$ cat config.mk
export PLATFORM = sky130hd
export DESIGN_NAME = charge_duty_regulator_unit_flat
export DESIGN_NICKNAME = d
export VERILOG_FILES = /design/src/rtl/cdr_pkg.sv /design/src/rtl/cdr_if.sv /design/src/rtl/cdr_step.sv /design/src/rtl/charge_duty_regulator_unit.sv /design/src/flat_wrapper.sv
export SDC_FILE = /design/constraint.sdc
export NUM_CORES = 1
export LEC_CHECK = 0
export BUFFER_PORTS_ARGS = -buffer_cell sky130_fd_sc_hd__buf_2
export CAP_MARGIN = 10
export CORE_ASPECT_RATIO = 1.25
export CORE_MARGIN = 2
export CORE_UTILIZATION = 30
export DETAILED_ROUTE_END_ITERATION = 16
export PLACE_DENSITY = 0.44
export RECOVER_POWER = 50
export SLEW_MARGIN = 20
export SYNTH_ARGS = -nofsm -noshare
export SYNTH_HDL_FRONTEND = slang
export SYNTH_SLANG_ARGS = --single-unit
$ cat constraint.sdc
create_clock -name clk -period 12.1 [get_ports clk]
set_input_delay 1.21 -clock clk [delete_from_list [all_inputs] [get_ports clk]]
set_output_delay 1.21 -clock clk [all_outputs]
set_load 0.02 [all_outputs]
$ cat src/rtl/cdr_pkg.sv
`timescale 1ns / 1ps
// ---------------------------------------------------------------------------
// cdr_pkg: shared types and constants for the charge duty regulator
// Register indexes, reset values, the register file and the regulator state.
// ---------------------------------------------------------------------------
package cdr_pkg;

  localparam int CFG_DATA_W  = 12;
  localparam int CFG_INDEX_W = 3;
  localparam int DUTY_W      = 6;
  localparam int WAIT_W      = 8;
  localparam int FULL_W      = 12;
  localparam int LEVEL_W     = 4;
  localparam int THRESH_W    = 12;

  // register indexes on the write port
  localparam logic [CFG_INDEX_W-1:0] REG_HIGH_THRESHOLD = 3'd0;
  localparam logic [CFG_INDEX_W-1:0] REG_LOW_THRESHOLD  = 3'd1;
  localparam logic [CFG_INDEX_W-1:0] REG_FIRST_WAIT     = 3'd2;
  localparam logic [CFG_INDEX_W-1:0] REG_LATER_WAIT     = 3'd3;
  localparam logic [CFG_INDEX_W-1:0] REG_DUTY_LIMIT     = 3'd4;
  localparam logic [CFG_INDEX_W-1:0] REG_FULL_TICKS     = 3'd5;
  localparam logic [CFG_INDEX_W-1:0] REG_FULL_LEVEL     = 3'd6;

  // register reset values
  localparam logic [THRESH_W-1:0] RST_HIGH_THRESHOLD = 12'd37;
  localparam logic [THRESH_W-1:0] RST_LOW_THRESHOLD  = 12'd36;
  localparam logic [WAIT_W-1:0]   RST_FIRST_WAIT     = 8'd20;
  localparam logic [WAIT_W-1:0]   RST_LATER_WAIT     = 8'd250;
  localparam logic [DUTY_W-1:0]   RST_DUTY_LIMIT     = 6'd35;
  localparam logic [FULL_W-1:0]   RST_FULL_TICKS     = 12'd2000;
  localparam logic [LEVEL_W-1:0]  RST_FULL_LEVEL     = 4'd8;

  typedef struct packed {
    logic [THRESH_W-1:0] high_threshold;
    logic [THRESH_W-1:0] low_threshold;
    logic [WAIT_W-1:0]   first_wait;
    logic [WAIT_W-1:0]   later_wait;
    logic [DUTY_W-1:0]   duty_limit;
    logic [FULL_W-1:0]   full_ticks;
    logic [LEVEL_W-1:0]  full_level;
  } cfg_t;

  typedef struct packed {
    logic [DUTY_W-1:0] duty;
    logic [WAIT_W-1:0] raise_count;
    logic [WAIT_W-1:0] lower_count;
    logic [WAIT_W-1:0] wait_limit;
    logic [FULL_W-1:0] full_count;
    logic              full_latched;
    logic              pwm_run;
  } state_t;

endpackage

$ cat src/rtl/cdr_if.sv
`timescale 1ns / 1ps
// ---------------------------------------------------------------------------
// cdr_tick_if / cdr_result_if: valid/ready channels of the regulator
// One tick item in, one result item out per transfer.
// ---------------------------------------------------------------------------
interface cdr_tick_if #(
  parameter int SAMPLE_BITS = 12
);
  logic                   valid;
  logic                   ready;
  logic                   charger_present;
  logic [3:0]             battery_level;
  logic [SAMPLE_BITS-1:0] current_sample;
  logic                   regulate_window;

  modport source (output valid, charger_present, battery_level, current_sample,
                  regulate_window, input ready);
  modport sink   (input valid, charger_present, battery_level, current_sample,
                  regulate_window, output ready);
endinterface

interface cdr_result_if;
  logic       valid;
  logic       ready;
  logic [5:0] charge_duty;
  logic       charge_pwm_on;
  logic       charging;
  logic       charge_full;

  modport source (output valid, charge_duty, charge_pwm_on, charging, charge_full,
                  input ready);
  modport sink   (input valid, charge_duty, charge_pwm_on, charging, charge_full,
                  output ready);
endinterface

$ cat src/rtl/cdr_step.sv
`timescale 1ns / 1ps
// ---------------------------------------------------------------------------
// cdr_step: next-state logic for one tick
// Full detection, threshold waits and clamped duty update.
// ---------------------------------------------------------------------------
module cdr_step import cdr_pkg::*; #(
  parameter int SAMPLE_BITS = 12
) (
  input  cfg_t                   cfg,
  input  state_t                 st,
  input  logic                   charger_present,
  input  logic [LEVEL_W-1:0]     battery_level,
  input  logic [SAMPLE_BITS-1:0] current_sample,
  input  logic                   regulate_window,
  output state_t                 st_next
);

  localparam int CMP_W = (SAMPLE_BITS > THRESH_W) ? SAMPLE_BITS : THRESH_W;

  logic [CMP_W-1:0]  sample_x;
  logic [CMP_W-1:0]  high_x;
  logic [CMP_W-1:0]  low_x;
  logic              above;
  logic              below;
  logic [FULL_W:0]   full_inc;
  logic [WAIT_W:0]   lower_inc;
  logic [WAIT_W:0]   raise_inc;
  logic [DUTY_W:0]   duty_work;

  // compares at full precision
  assign sample_x  = CMP_W'(current_sample);
  assign high_x    = CMP_W'(cfg.high_threshold);
  assign low_x     = CMP_W'(cfg.low_threshold);
  assign above     = sample_x > high_x;
  assign below     = sample_x < low_x;
  assign full_inc  = {1'b0, st.full_count} + 1'b1;
  assign lower_inc = {1'b0, st.lower_count} + 1'b1;
  assign raise_inc = {1'b0, st.raise_count} + 1'b1;

  always_comb begin
    st_next   = st;
    duty_work = {1'b0, st.duty};
    if (charger_present) begin
      if (battery_level >= cfg.full_level || st.full_latched) begin
        // full level: count ticks, then latch and stop the PWM
        if (full_inc >= {1'b0, cfg.full_ticks}) begin
          st_next.full_count   = cfg.full_ticks;
          st_next.full_latched = 1'b1;
          st_next.pwm_run      = 1'b0;
        end else begin
          st_next.full_count = full_inc[FULL_W-1:0];
        end
      end else begin
        st_next.full_count = '0;
        st_next.pwm_run    = 1'b1;
        if (regulate_window) begin
          if (above) begin
            // over current: lower after the wait, saturate at zero
            if (lower_inc > {1'b0, st.wait_limit}) begin
              if (st.duty != '0) begin
                duty_work = {1'b0, st.duty} - 1'b1;
              end
              st_next.lower_count = '0;
              st_next.wait_limit  = cfg.later_wait;
            end else begin
              st_next.lower_count = lower_inc[WAIT_W-1:0];
            end
            st_next.raise_count = '0;
          end else if (below) begin
            // under current: raise after the wait
            if (raise_inc > {1'b0, st.wait_limit}) begin
              duty_work           = {1'b0, st.duty} + 1'b1;
              st_next.raise_count = '0;
            end else begin
              st_next.raise_count = raise_inc[WAIT_W-1:0];
            end
            st_next.lower_count = '0;
          end else begin
            st_next.raise_count = '0;
            st_next.lower_count = '0;
          end
          // clamp to the duty limit
          if (duty_work > {1'b0, cfg.duty_limit}) begin
            st_next.duty = cfg.duty_limit;
          end else begin
            st_next.duty = duty_work[DUTY_W-1:0];
          end
        end
      end
    end else begin
      // unplugged: counters keep their values
      st_next.wait_limit   = cfg.first_wait;
      st_next.full_latched = 1'b0;
      st_next.duty         = '0;
      st_next.pwm_run      = 1'b0;
    end
  end

endmodule

$ cat src/rtl/charge_duty_regulator_unit.sv
`timescale 1ns / 1ps
// ---------------------------------------------------------------------------
// charge_duty_regulator_unit: charge PWM duty regulator, one item per tick
// Configuration registers, regulator state and the result register.
// ---------------------------------------------------------------------------
// Each accepted tick item updates the regulator state and produces one
// result item in the next cycle. An item is accepted in every cycle in
// which the result register is empty or its result is being taken, so the
// block sustains one item per clock; the only loop is the state update
// through cdr_step. Configuration writes take effect on the next
// accepted item and should be made while no result is pending.
module charge_duty_regulator_unit import cdr_pkg::*; #(
  parameter int SAMPLE_BITS = 12
) (
  input  logic                   clk,
  input  logic                   rst,
  input  logic                   wr_en,
  input  logic [CFG_INDEX_W-1:0] wr_index,
  input  logic [CFG_DATA_W-1:0]  wr_data,
  cdr_tick_if.sink               item,
  cdr_result_if.source           result
);

  cfg_t   cfg;
  state_t st;
  state_t st_next;
  logic   take;

  // accept whenever the result register is free or drains this cycle
  assign item.ready = !result.valid || result.ready;
  assign take       = item.valid && item.ready;

  // configuration register file
  always_ff @(posedge clk) begin
    if (rst) begin
      cfg.high_threshold <= RST_HIGH_THRESHOLD;
      cfg.low_threshold  <= RST_LOW_THRESHOLD;
      cfg.first_wait     <= RST_FIRST_WAIT;
      cfg.later_wait     <= RST_LATER_WAIT;
      cfg.duty_limit     <= RST_DUTY_LIMIT;
      cfg.full_ticks     <= RST_FULL_TICKS;
      cfg.full_level     <= RST_FULL_LEVEL;
    end else if (wr_en) begin
      case (wr_index)
        REG_HIGH_THRESHOLD: cfg.high_threshold <= wr_data[THRESH_W-1:0];
        REG_LOW_THRESHOLD:  cfg.low_threshold  <= wr_data[THRESH_W-1:0];
        REG_FIRST_WAIT:     cfg.first_wait     <= wr_data[WAIT_W-1:0];
        REG_LATER_WAIT:     cfg.later_wait     <= wr_data[WAIT_W-1:0];
        REG_DUTY_LIMIT:     cfg.duty_limit     <= wr_data[DUTY_W-1:0];
        REG_FULL_TICKS:     cfg.full_ticks     <= wr_data[FULL_W-1:0];
        REG_FULL_LEVEL:     cfg.full_level     <= wr_data[LEVEL_W-1:0];
        default: begin
        end
      endcase
    end
  end

  cdr_step #(
    .SAMPLE_BITS (SAMPLE_BITS)
  ) u_step (
    .cfg             (cfg),
    .st              (st),
    .charger_present (item.charger_present),
    .battery_level   (item.battery_level),
    .current_sample  (item.current_sample),
    .regulate_window (item.regulate_window),
    .st_next         (st_next)
  );

  // regulator state, updated on each input transfer
  always_ff @(posedge clk) begin
    if (rst) begin
      st.duty         <= '0;
      st.raise_count  <= '0;
      st.lower_count  <= '0;
      st.wait_limit   <= RST_FIRST_WAIT;
      st.full_count   <= '0;
      st.full_latched <= 1'b0;
      st.pwm_run      <= 1'b0;
    end else if (take) begin
      st <= st_next;
    end
  end

  // result register
  always_ff @(posedge clk) begin
    if (rst) begin
      result.valid <= 1'b0;
    end else if (take) begin
      result.valid <= 1'b1;
    end else if (result.ready) begin
      result.valid <= 1'b0;
    end
  end

  always_ff @(posedge clk) begin
    if (take) begin
      result.charge_duty   <= st_next.duty;
      result.charge_pwm_on <= st_next.pwm_run;
      result.charging      <= item.charger_present;
      result.charge_full   <= st_next.full_latched;
    end
  end

  // an accepted tick always leaves a result behind
  a_take_result: assert property (@(posedge clk) disable iff (rst)
    take |=> result.valid)
    else $error("accepted tick produced no result");

  // unplugged tick clears duty, PWM and full flag
  a_unplug_clear: assert property (@(posedge clk) disable iff (rst)
    take && !item.charger_present |=>
      result.charge_duty == '0 && !result.charge_pwm_on && !result.charge_full)
    else $error("unplugged tick did not clear the regulator");

  // a latched full charge never runs the PWM
  a_full_pwm_off: assert property (@(posedge clk) disable iff (rst)
    result.valid && result.charge_full |-> !result.charge_pwm_on)
    else $error("PWM running after full charge latched");

  // the full latch holds while the charger stays present
  a_full_hold: assert property (@(posedge clk) disable iff (rst)
    take && st.full_latched && item.charger_present |=> result.charge_full)
    else $error("full latch dropped while charger present");

endmodule
$ cat src/flat_wrapper.sv
// flat-port wrapper written by rule: the top's interface ports become plain ports
module charge_duty_regulator_unit_flat import cdr_pkg::*;
#(
  parameter int SAMPLE_BITS = 12
)
  (clk, rst, wr_en, wr_index, wr_data, item_valid, item_charger_present, item_battery_level, item_current_sample, item_regulate_window, item_ready, result_valid, result_charge_duty, result_charge_pwm_on, result_charging, result_charge_full, result_ready);
  cdr_tick_if #(.SAMPLE_BITS(SAMPLE_BITS)) item_i ();
  cdr_result_if result_i ();
  input  logic clk;
  input  logic rst;
  input  logic wr_en;
  input  logic [CFG_INDEX_W-1:0] wr_index;
  input  logic [CFG_DATA_W-1:0] wr_data;
  input wire logic [$bits(item_i.valid)-1:0] item_valid;
  input wire logic [$bits(item_i.charger_present)-1:0] item_charger_present;
  input wire logic [$bits(item_i.battery_level)-1:0] item_battery_level;
  input wire logic [$bits(item_i.current_sample)-1:0] item_current_sample;
  input wire logic [$bits(item_i.regulate_window)-1:0] item_regulate_window;
  output wire logic [$bits(item_i.ready)-1:0] item_ready;
  output wire logic [$bits(result_i.valid)-1:0] result_valid;
  output wire logic [$bits(result_i.charge_duty)-1:0] result_charge_duty;
  output wire logic [$bits(result_i.charge_pwm_on)-1:0] result_charge_pwm_on;
  output wire logic [$bits(result_i.charging)-1:0] result_charging;
  output wire logic [$bits(result_i.charge_full)-1:0] result_charge_full;
  input wire logic [$bits(result_i.ready)-1:0] result_ready;
  assign item_i.valid = item_valid;
  assign item_i.charger_present = item_charger_present;
  assign item_i.battery_level = item_battery_level;
  assign item_i.current_sample = item_current_sample;
  assign item_i.regulate_window = item_regulate_window;
  assign item_ready = item_i.ready;
  assign result_valid = result_i.valid;
  assign result_charge_duty = result_i.charge_duty;
  assign result_charge_pwm_on = result_i.charge_pwm_on;
  assign result_charging = result_i.charging;
  assign result_charge_full = result_i.charge_full;
  assign result_i.ready = result_ready;
  charge_duty_regulator_unit #(.SAMPLE_BITS(SAMPLE_BITS)) u_core (.clk(clk), .rst(rst), .wr_en(wr_en), .wr_index(wr_index), .wr_data(wr_data), .item(item_i), .result(result_i));
endmodule
==> metrics.md, run 1 <==
| Metric | Value |
|---|---|
| Outcome | `complete, but fails checks` |
| Failing checks | `max-capacitance violations, max-slew violations` |
| Final worst slack | `6.23 ns` |
| Critical path's slowest cell | `clkbuf_1` |
| Net Count, Synth | `969` |
| R2r startpoint | `u_core.st[22]` |
| Buf/Inv on CP | `2` |
| First-pass GRT wire length | `roughly 32000 µm` |
| Remaining DRCs | `0` |
| CP cell instances | `clkbuf_1 -> clkbuf_1 -> nor2_1 -> a32oi_1 -> nand2_1` |
| Rows | `62` |
| PwrDens | `129 mW/mm²` |
| CP dominant cell by count | `clkbuf_1` |
| Clock power share | `52.7%` |
| Worst-path clk slew | `0.06 ns` |
| Postcts setup bufs | `0` |
| Total grt overflow | `0` |
| Max H-tree Level | `4` |
| Routability cong. | `0.865` |
| Crit. End Element | `flip-flop` |
| Die footprint | `roughly 0.024 mm²` |
| 1st-pass router iterations | `4` |
| Fraction of registers with async set/reset | `0%` |
| GRT Util Overall | `16.7%` |
| Maximum clock path buffer count | `2` |
| Crit path to | `u_core.st[11]` |
| Post-synthesis cell count | `between 800 and 900` |
| Max incr delay on CP | `2.75 ns` |
| HPWL Detailed | `14500 µm` |
| Power share of the sequential group | `38.8%` |
| VDD IR max | `89.3 µV` |
| Synthesized area | `0.00690 mm²` |
| Final setup TNS | `0 ns` |
| Max-cap violations | `1` |
| Final hold violation count | `0` |
| NetSw | `around 0.25 mW` |
| Post-CTS sizing | `0` |
| Critical path class | `primary input to flip-flop` |
| Logic pwr share | `8.5%` |
| EDFF count, synth | `9` |
| Post-synthesis cell type count | `68` |
| RSZ-0062 raised after global routing | `no` |
| Final Cycle Share | `between 40% and 50%` |
| Starting DRT DRC Count | `310` |
| LEAKAGE | `approximately 3.5 nW` |
| Dominant cells by area after synthesis | `dfxtp_1 31%, ha_1 12%, nand2_1 8.0%, a21oi_1 6.2%, edfxtp_1 3.9%` |
| Die span in x | `140 µm` |
| Largest net degree at the start of global routing | `87` |
| CP Depth | `5` |
| Highest clock rate | `0.170 GHz` |
| FF-to-FF path depth | `21` |
| Critical Path Start Type | `primary input` |
| Avg WL per Cell | `16.4 µm` |
| Initial antenna violation count | `2` |
| Core footprint | `~0.023 mm²` |
| CTS tree | `built` |
| RR Endpoint | `u_core.st[38]` |
| Primary FF master, synth | `dfxtp_1` |
| Fin nets | `1014` |
| Area Growth Syn to Fin | `16.8%` |
| Count of pins over their slew limit | `87` |
| I/O Pins | `49` |
| PortBufs | `48` |
| Die Y | `between 150 and 200 µm` |
| Worst-Margin Slew | `3.86 ns` |
| Post-route ant nets | `0` |
| Initial core utilization | `a little under a third` |
| Sequential share of the synthesized area | `34.9%` |
| Clk_lat worst skew | `0.41 ns` |
| Worst-path maximum fanout | `86` |
| Vias in the first global route | `approximately 6100` |
| Top delay family on crit path | `buffers and inverters` |
| N_diodes | `0` |
| Synth area leader | `dfxtp_1` |
| Sw frac | `about a quarter` |
| Top cell type's share of synthesized area | `31.0%` |
| #FFs+latches synth | `about 120` |
| Clock sinks | `116` |
| Setup violators final | `0` |
| Vias per cell | `5.04` |
| Critical path data required time | `12.40 ns` |
| # hold bufs at CTS | `0` |
| Period minus WS final | `5.87 ns` |
| Flop2flop setup slack | `between 6 and 7 ns` |
| Layout cells sized above 1 | `9.45%` |
| Clk Tree Root Cell | `clkbuf_16` |
| CTS Buf Count | `17` |
| Drt total wl | `19800 µm` |
| Internal power | `0.790 mW` |
| Syn_area_per_cell | `7.99 µm²` |
| YS warnings | `0` |
| Worst Setup SP | `rst` |
| Type of the tightest min-delay check | `flip-flop to flip-flop` |
| CP arrival | `6.17 ns` |
| Worst Clk Skew | `0.0134 ns` |
| Vias after detailed routing | `6097` |
| Slew headroom | `-157%` |
| Dpl ws | `roughly 6.6 ns` |
==> final cells by class <==
| class | count | area, µm² |
|---|---|---|
| Clock inverter | 7 | 114 |
| Clock buffer | 24 | 524 |
| Multi-Input combinational cell | 654 | 4130 |
| Fill cell | 2485 | 14700 |
| Inverter | 65 | 244 |
| Sequential cell | 116 | 2410 |
| Tap cell | 288 | 360 |
| Timing Repair Buffer | 55 | 274 |
==> metal layers <==
metal / GRT usage [%] / routed length (µm) / part of all wire, % / up-vias
met5: 0 / 11 / 0.056 / -
met4: 5.08 / 204 / 1.0 / 2
met1: 19.8 / 8740 / 44 / 2849
met2: 30.1 / 10100 / 51 / 93
met3: 3.73 / 666 / 3.4 / 17
li1: - / - / - / 3136
==> flip-flops by register name, summed over array words and instances (netlist names) <==
register,flops
u_core.result.charge_duty,6
u_core.result.charge_pwm_on,1
u_core.result.charge_full,1
u_core.result.valid,1
u_core.st,44
u_core.cfg,62
u_core.result.charging,1
==> power groups by stage <==
| stage | clock [mW] | sequential [mW] | combinational (mW) |
|---|---|---|---|
| global route | 0.576 | 0.403 | 0.100 |
| floorplan | 0 | 0.411 | 0.0533 |
| detailed placement | 0 | 0.410 | 0.0897 |
| finish | 0.547 | 0.402 | 0.0879 |
| global placement | 0 | 0.410 | 0.0902 |
| CTS | 0.560 | 0.402 | 0.0903 |
==> cell usage after synthesis, types with 3 or more instances <==
cell type,n
a211o_1,8
a211oi_1,13
a21o_1,7
a21oi_1,86
a22oi_1,5
a31oi_1,6
and3_1,19
buf_2,5
clkbuf_1,24
dfxtp_1,107
edfxtp_1,9
ha_1,67
inv_1,64
mux2i_1,12
nand2_1,148
nand2b_1,11
nand3_1,23
nand3b_1,17
nand4_1,10
nor2_1,71
nor2b_1,9
nor3_1,17
nor3b_1,6
nor4_1,5
o21a_1,3
o21ai_0,27
o21ai_1,3
o221ai_1,4
o22ai_1,3
or2_2,3
or3_1,9
xnor2_1,11
xor2_1,9
==> worst min path at each step <==
stage                        start              to  slack (ns)  depth (start not counted)
floorplan           u_core.cfg[38]  u_core.cfg[38]        0.43                          2
global placement    u_core.cfg[53]  u_core.cfg[53]        0.44                          2
detailed placement  u_core.cfg[45]  u_core.cfg[45]        0.45                          2
CTS                 u_core.cfg[45]  u_core.cfg[45]        0.46                          2
global route         u_core.cfg[5]   u_core.cfg[5]        0.47                          2
finish              u_core.cfg[38]  u_core.cfg[38]        0.45                          2
==> per-stage QoR <==
| stage | hold slack (ns) | instance area (µm²) | power (mW) | utilization [%] | cells |
|---|---|---|---|---|---|
| 3_5_place_dp | 0.448 | 7440 | 0.500 | 32.6 | 1178 |
| 4_1_cts | 0.456 | 8080 | 1.05 | 35.4 | 1209 |
| 2_1_floorplan | 0.432 | 6900 | 0.464 | - | 864 |
| 6_report | 0.451 | 8060 | 1.04 | 35.3 | 1209 |
| 5_1_grt | 0.474 | 8060 | 1.08 | 35.3 | 1209 |
| 3_3_place_gp | 0.444 | 7440 | 0.501 | 32.6 | 1178 |
==> worst min-delay path, delay by kind of cell, from the launching register on <==
| family | cells | cell delay, ns |
|---|---|---|
| flops | 1 | 0.30 |
| simple gates | 1 | 0.05 |
| compound gates | 1 | 0.05 |
==> kinds of logic (layout without fill, tap and decap cells) <==
logic type	after synthesis	count (layout)	share of synthesized area, %
muxes	13	13	1.90
and+or+nand+nor	359	359	25.0
AOI/OAI and AO/OA	195	195	18.3
adders and majority gates	67	67	12.1
buffers and inverters	94	151	5.20
xor gates and xnor gates	20	20	2.54
DFF	116	116	34.9
==> placed cells by master (no fill, tap or decap), types with 10 or more instances in the layout <==
cell type / instances
and3_1: 19
clkbuf_16: 19
xnor2_1: 11
a211oi_1: 13
nand2_1: 148
o21ai_0: 27
nor3_1: 17
nor2_1: 71
inv_1: 64
nand2b_1: 11
mux2i_1: 12
dfxtp_1: 107
clkbuf_1: 15
buf_2: 36
a21oi_1: 86
nand3_1: 23
ha_1: 67
nand3b_1: 17
nand4_1: 10
No activity file was read; power rests on OpenSTA's default activity.
==> run 2, diff against run 1 <==
--- a/config.mk
+++ b/config.mk
@@ -5,13 +5,14 @@
 export SDC_FILE = /design/constraint.sdc
 export NUM_CORES = 1
 export LEC_CHECK = 0
+export ABC_AREA = 1
 export BUFFER_PORTS_ARGS = -buffer_cell sky130_fd_sc_hd__buf_2
 export CAP_MARGIN = 10
 export CORE_ASPECT_RATIO = 1.25
 export CORE_MARGIN = 2
 export CORE_UTILIZATION = 30
 export DETAILED_ROUTE_END_ITERATION = 16
-export PLACE_DENSITY = 0.44
+export PLACE_DENSITY = 0.46
 export RECOVER_POWER = 50
 export SLEW_MARGIN = 20
 export SYNTH_ARGS = -nofsm -noshare
==> constraint.sdc (replaced) <==
create_clock -name clk -period 5.2 [get_ports clk]
set_input_delay 0.52 -clock clk [delete_from_list [all_inputs] [get_ports clk]]
set_output_delay 0.52 -clock clk [all_outputs]
set_load 0.02 [all_outputs]
==> metrics.md, run 2 <==
| Metric | Value |
|---|---|
| Clock power share | `47.8% (-4.9 points)` |
| Vias per cell | `4.66 (-7.6%)` |
| Most common cell in the synthesized netlist | `nand2_1` |
| Largest net degree at the start of global routing | `54 (-38%)` |
| Syn_area_per_cell | `7.13 µm² (-11%)` |
| Postcts setup bufs | `0 (unchanged)` |
| Logic pwr share | `12.9% (+4.4 points)` |
| Worst-path maximum fanout | `7 (-92%)` |
| Synthesized area | `0.00704 mm² (+1.9%)` |
| Commonest cells after routing, fill and taps aside | `219 x nand2_1, 138 x inv_1, 107 x dfxtp_1` |
| Worst-Margin Slew | `2.27 ns (-1.59 ns)` |
| Top cell type's share of synthesized area | `30.4% (-0.59 points)` |
| First-pass GRT wire length | `30600 µm (-5.5%)` |
| Max reg flops | `62 (unchanged)` |
| Largest registers | `u_core.cfg (62), u_core.st (44), u_core.result.charge_duty (6)` |
| Power share of the sequential group | `39.4% (+0.6 points)` |
| Design Area, Final | `0.00810 mm² (+0.53%)` |
| Setup violators final | `0 (unchanged)` |
| Fraction of registers with async set/reset | `0% (unchanged)` |
| Net Count, Synth | `1092 (+13%)` |
| NetSw | `0.641 mW (+160%)` |
| Dominant cells by area after synthesis | `dfxtp_1 30%, ha_1 12%, nand2_1 12%, inv_1 7.4%, a21oi_1 7.0%` |
| Fin nets | `1134 (+12%)` |
| Highest clock rate | `0.242 GHz` |
| Routability cong. | `0.806 (-6.9%)` |
| Clk Tree Root Cell | `clkbuf_16` |
| Vias in the first global route | `6070 (-1.3%)` |
| Count of pins over their slew limit | `86 (-1.1%)` |
| Critical path class | `flip-flop to flip-flop` |
| Period minus WS final | `a little over 4 ns` |
| Dpl ws | `1.12 ns (-5.50 ns)` |
| 1st-pass router iterations | `4 (unchanged)` |
| Layout cells sized above 1 | `10.7% (+1.2 points)` |
| Synth area leader | `dfxtp_1` |
| #FFs+latches synth | `116 (unchanged)` |
| Primary FF master, synth | `dfxtp_1` |
| Post-synthesis cell count | `987 (+14%)` |
| Area Growth Syn to Fin | `15.1%` |
| CP dominant cell by count | `nand2_1` |
| Max-cap violations | `2 (+1)` |
| Failing checks | `max-capacitance violations, max-slew violations` |
| Rows | `62 (unchanged)` |
| Die Y | `175 µm (+0.94%)` |
| Crit. End Element | `flip-flop` |
| CP arrival | `4.30 ns (-1.87 ns)` |
| Drt total wl | `18700 µm (-5.3%)` |
| Die footprint | `0.0247 mm² (+1.9%)` |
| Remaining DRCs | `0 (unchanged)` |
| Vias after detailed routing | `6199 (+1.7%)` |
| Met1 WL | `8280 µm (-5.3%)` |
| Sequential share of the synthesized area | `34.3% (-0.66 points)` |
| CTS Buf Count | `17 (unchanged)` |
| Critical Path Start Type | `flip-flop` |
| Slew headroom | `-51.6% (+110 points)` |
| Type of the tightest min-delay check | `primary input to flip-flop` |
| Initial antenna violation count | `0 (-2)` |
| Top sig layer | `met4` |
| Reg with most FFs | `u_core.cfg` |
| # hold bufs at CTS | `0 (unchanged)` |
| Post-CTS sizing | `0 (unchanged)` |
| Core footprint | `0.0230 mm² (+1.0%)` |
| VDD IR max | `224 µV (+150%)` |
| CTS tree | `built` |
| Wire length on met2 | `9750 µm (-4.0%)` |
| Max H-tree Level | `4 (unchanged)` |
| Worst-path clk slew | `0.05 ns (about the same)` |
| Total grt overflow | `0 (unchanged)` |
| Avg WL per Cell | `14.1 µm (-14%)` |
| Maximum clock path buffer count | `2 (unchanged)` |
| I/O Pins | `49 (unchanged)` |
| Post-synthesis cell type count | `42 (-38%)` |
| Met3 wire length | `473 µm (-29%)` |
| Most common cell after layout, fill and taps aside | `nand2_1` |
| GRT Util Overall | `15.7% (-1.0 points)` |
| EDFF count, synth | `9 (unchanged)` |
| Clk_lat worst skew | `0.41 ns (about the same)` |
| PortBufs | `48 (unchanged)` |
| HPWL Detailed | `13900 µm (-4.3%)` |
| Initial core utilization | `30.5% (+0.28 points)` |
| PwrDens | `300 mW/mm² (+130%)` |
| Cell Area, Placed | `0.00755 mm² (+1.4%)` |
| Final worst slack | `1.06 ns (-5.17 ns)` |
| Outcome | `complete, but fails checks` |
| Clock sinks | `116 (unchanged)` |
| Sw frac | `26.4% (+2.6 points)` |
| Critical path's slowest cell | `dfxtp_1` |
| Post-synth top cells | `219 x nand2_1, 138 x inv_1, 107 x dfxtp_1, 99 x a21oi_1, 67 x ha_1` |
| Die span in x | `141 µm (+0.94%)` |
| YS warnings | `0 (unchanged)` |
| Post-route ant nets | `0 (unchanged)` |
| RSZ-0062 raised after global routing | `no` |
| Internal power | `1.79 mW (+130%)` |
| LEAKAGE | `3.77 nW (+8.7%)` |
| Max incr delay on CP | `0.40 ns (-2.35 ns)` |
| Worst Clk Skew | `0.00842 ns (-0.00496 ns)` |
| Final hold violation count | `0 (unchanged)` |
| Final Cycle Share | `a little under 80%` |
| N_diodes | `0 (unchanged)` |
| Critical path data required time | `5.37 ns (-7.03 ns)` |
| Final setup TNS | `0 ns (unchanged)` |
| Starting DRT DRC Count | `333 (+7.4%)` |
run 2: changes by cell type after synthesis, moves of 10 or more:
| cell | change |
|---|---|
| inv_2 | +13 |
| nand2_1 | +71 |
| a21oi_1 | +13 |
| nor2_1 | -10 |
| mux2i_1 | -12 |
| o21ai_0 | +29 |
| nand3b_1 | -15 |
| and3_1 | -17 |
| inv_1 | +74 |
| a211oi_1 | -11 |
| nand2b_1 | -11 |
| nand3_1 | +31 |
| o211ai_1 | +18 |
run 2: power groups by stage:
stage               clock network [mW]  logic, mW  registers [mW]
finish                            1.16      0.312           0.955
global route                      1.23      0.363           0.959
CTS                               1.19      0.319           0.955
detailed placement                   0      0.317           0.974
global placement                     0      0.316           0.974
floorplan                            0      0.216           0.974
run 2: area by class of cell:
type                            instances  area [µm²]
Inverter                              154         578
Fill cell                            2486       14900
Clock inverter                          3        40.0
Tap cell                              288         360
Sequential cell                       116        2410
Multi-Input combinational cell        690        3940
Clock buffer                           29         542
Timing Repair Buffer                   50         231
run 2: cells by family after synthesis:
kind of cell,Yosys count,synth area share (%)
simple gates,389,24.5
buf+inv,181,9.74
xor+xnor,21,2.61
compound gates,213,17.0
fa+ha+maj,67,11.9
flops,116,34.3
run 2: final timing paths:
path             startpoint                      endpoint  slack [ns]  cells past startpoint
max           u_core.st[30]  u_core.result.charge_duty[3]        1.06                     32
min              wr_data[9]                u_core.cfg[13]        0.36                      3
max reg2reg   u_core.st[30]  u_core.result.charge_duty[3]        1.06                     32
min reg2reg  u_core.cfg[32]                u_core.cfg[32]        0.46                      2
run 2: worst max-delay path: cells and delay by family, from the launching register on:
| kind | cells | cell delay [ns] |
|---|---|---|
| AOI/OAI and AO/OA | 4 | 0.44 |
| buffers and inverters | 5 | 0.37 |
| and+or+nand+nor | 19 | 1.82 |
| DFF | 1 | 0.40 |
| adders and majority gates | 3 | 0.72 |
| xor gates and xnor gates | 1 | 0.15 |
run 2: layer usage:
layer | vias up | GRT usage (%)
li1 | 3321 | -
met1 | 2784 | 18.5
met2 | 77 | 28.6
met3 | 17 | 2.80
met4 | 0 | 5.17
met5 | - | 0
run 2: metrics by stage:
stage	hold slack [ns]	total power [mW]	std cells	util, %
final	0.358	2.43	1330	35.2
after global routing	0.362	2.55	1330	35.2
after CTS	0.346	2.47	1330	35.3
after detailed placement	0.445	1.29	1298	32.8
after global placement	0.440	1.29	1298	32.8
after floorplan	0.425	1.19	987	-
==> run 3, diff against run 2 <==
--- a/config.mk
+++ b/config.mk
@@ -12,7 +12,7 @@
 export CORE_MARGIN = 2
 export CORE_UTILIZATION = 30
 export DETAILED_ROUTE_END_ITERATION = 16
-export PLACE_DENSITY = 0.46
+export PLACE_DENSITY = 0.44
 export RECOVER_POWER = 50
 export SLEW_MARGIN = 20
 export SYNTH_ARGS = -nofsm -noshare
==> constraint.sdc (replaced) <==
create_clock -name clk -period 3.9 [get_ports clk]
set_input_delay 0.39 -clock clk [delete_from_list [all_inputs] [get_ports clk]]
set_output_delay 0.39 -clock clk [all_outputs]
set_load 0.02 [all_outputs]
==> metrics.md, run 3 (same netlist as run 2, synthesis figures left out) <==
| Metric | Value |
|---|---|
| Reg with most FFs | `u_core.cfg` |
| CTS tree | `built` |
| Outcome | `completed` |
| Avg WL per Cell | `14.1 µm (-0.11%)` |
| Largest registers | `u_core.cfg (62), u_core.st (44), u_core.result.charge_duty (6)` |
| RSZ-0062 raised after global routing | `yes` |
| Core footprint | `0.0230 mm² (unchanged)` |
| Remaining DRCs | `0 (unchanged)` |
| Drt total wl | `19100 µm (+1.8%)` |
| Dpl ws | `-0.00826 ns (-1.13 ns)` |
| GRT Util Overall | `15.8% (+0.15 points)` |
| Critical Path Start Type | `flip-flop` |
| HPWL Detailed | `14100 µm (+1.5%)` |
| Max H-tree Level | `4 (unchanged)` |
| Total power | `3.27 mW (+35%)` |
| CP dominant cell by count | `nand2_2` |
| # hold bufs at CTS | `0 (unchanged)` |
| N_diodes | `0 (unchanged)` |
| Buf/Inv on CP | `5 (unchanged)` |
| Worst Clk Skew | `0.00853 ns (+0.000104 ns)` |
| Count of pins over their slew limit | `0 (-100%)` |
| Critical path data required time | `4.08 ns (-1.29 ns)` |
| Max incr delay on CP | `0.45 ns (+0.05 ns)` |
| Clk Tree Root Cell | `clkbuf_16` |
| I/O Pins | `49 (unchanged)` |
| Die Y | `175 µm (unchanged)` |
| Worst-Margin Slew | `0.933 ns (-1.34 ns)` |
| Type of the tightest min-delay check | `primary input to flip-flop` |
| Maximum clock path buffer count | `2 (unchanged)` |
| Period minus WS final | `3.79 ns (-0.342 ns)` |
| Slew headroom | `37.6% (+89 points)` |
| Critical path class | `flip-flop to flip-flop` |
| Worst-path maximum fanout | `7 (unchanged)` |
| Routability cong. | `0.812 (+0.74%)` |
| Vias per cell | `4.67 (+0.11%)` |
| Initial antenna violation count | `0 (unchanged)` |
| VDD IR max | `316 µV (+41%)` |
| PwrDens | `382 mW/mm² (+28%)` |
| First-pass GRT wire length | `30800 µm (+0.70%)` |
| Worst-path clk slew | `0.06 ns (about the same)` |
| Initial core utilization | `30.5% (unchanged)` |
| Highest clock rate | `0.264 GHz (+9.0%)` |
| PortBufs | `48 (unchanged)` |
| Fillers | `2437 (-2.0%)` |
| Final worst slack | `0.106 ns (-0.958 ns)` |
| Flop2flop setup slack | `0.11 ns (-0.96 ns)` |
| Final hold violation count | `0 (unchanged)` |
| Clk_lat worst skew | `0.42 ns (about the same)` |
| Starting DRT DRC Count | `297 (-11%)` |
| Total grt overflow | `0 (unchanged)` |
| Largest net degree at the start of global routing | `42 (-22%)` |
| Top delay family on crit path | `simple AND/OR/NAND/NOR gates` |
| Clock sinks | `116 (unchanged)` |
| Crit. End Element | `flip-flop` |
| CTS Buf Count | `17 (unchanged)` |
| Commonest cells after routing, fill and taps aside | `201 x nand2_1, 135 x inv_1, 103 x dfxtp_1` |
| Fin nets | `1161 (+2.4%)` |
| Rows | `62 (unchanged)` |
| Die footprint | `0.0247 mm² (unchanged)` |
| Layout cells sized above 1 | `19.1% (+8.4 points)` |
| Die span in x | `141 µm (unchanged)` |
| Vias after detailed routing | `6327 (+2.1%)` |
| Setup violators final | `0 (unchanged)` |
| CP arrival | `3.98 ns (-0.32 ns)` |
| Area Growth Syn to Fin | `21.5%` |
| Final Cycle Share | `97.3% (+18 points)` |
| LEAKAGE | `3.98 nW (+5.7%)` |
| Max reg flops | `62 (unchanged)` |
| Post-route ant nets | `0 (unchanged)` |
| Max-cap violations | `0 (-2)` |
| 1st-pass router iterations | `5 (+1)` |
| Vias in the first global route | `5983 (-1.4%)` |
| Most common cell after layout, fill and taps aside | `nand2_1` |
| Critical path's slowest cell | `dfxtp_1` |
## run 3: area by class of cell
class                      count  area (µm²)  share of cell area [%]
tap                          288         360                    4.21
sequential                   116        2420                    28.3
timing repair buffer          77         458                    5.35
inverter                     154         583                    6.82
clock buffer                  23         499                    5.84
clock inverter                 8        73.8                   0.863
multi-input combinational    690        4160                    48.6
## run 3: repair_timing
action | in CTS | in global routing
gates resized for setup | 2 | 56
endpoints found under the setup margin | 4 | 12
buffers inserted | 3 | 8
pin swaps | 5 | 29
## run 3: report_power, final
group	internal [mW]	switching, mW
combinational	0.165	0.302
clock	0.957	0.572
sequential	1.25	0.0263
total	2.37	0.901
## run 3: per-layer routing
metal | vias up | part of all wire [%] | track usage, %
met1 | 2852 | 45 | 19.4
met5 | - | 0 | 0
li1 | 3377 | - | -
met2 | 70 | 51 | 27.8
met3 | 28 | 2.3 | 2.85
met4 | 0 | 2.0 | 5.58
## run 3: path summary, 6_finish.rpt
check / startpoint / to / cells after the start
max: u_core.st[32] / u_core.result.charge_duty[3] / 31
min reg2reg: u_core.cfg[41] / u_core.cfg[41] / 2
max reg2reg: u_core.st[32] / u_core.result.charge_duty[3] / 31
min: wr_data[9] / u_core.cfg[13] / 3
## run 3: through the flow
step	area [µm²]	hold WS (ns)	util [%]	setup TNS (ns)	std cells
2_1_floorplan	7040	0.425	-	0	987
3_3_place_gp	7670	0.444	33.3	0	1314
3_5_place_dp	7670	0.447	33.3	-0.0109	1314
4_1_cts	8270	0.225	35.9	0	1348
5_1_grt	8550	0.242	37.1	-2.14	1356
6_report	8550	0.235	37.1	0	1356
## run 3: worst min-delay path, stage by stage
cell and delay [ns]:
buf_2 0.10, nand2_1 0.06, o211ai_1 0.07
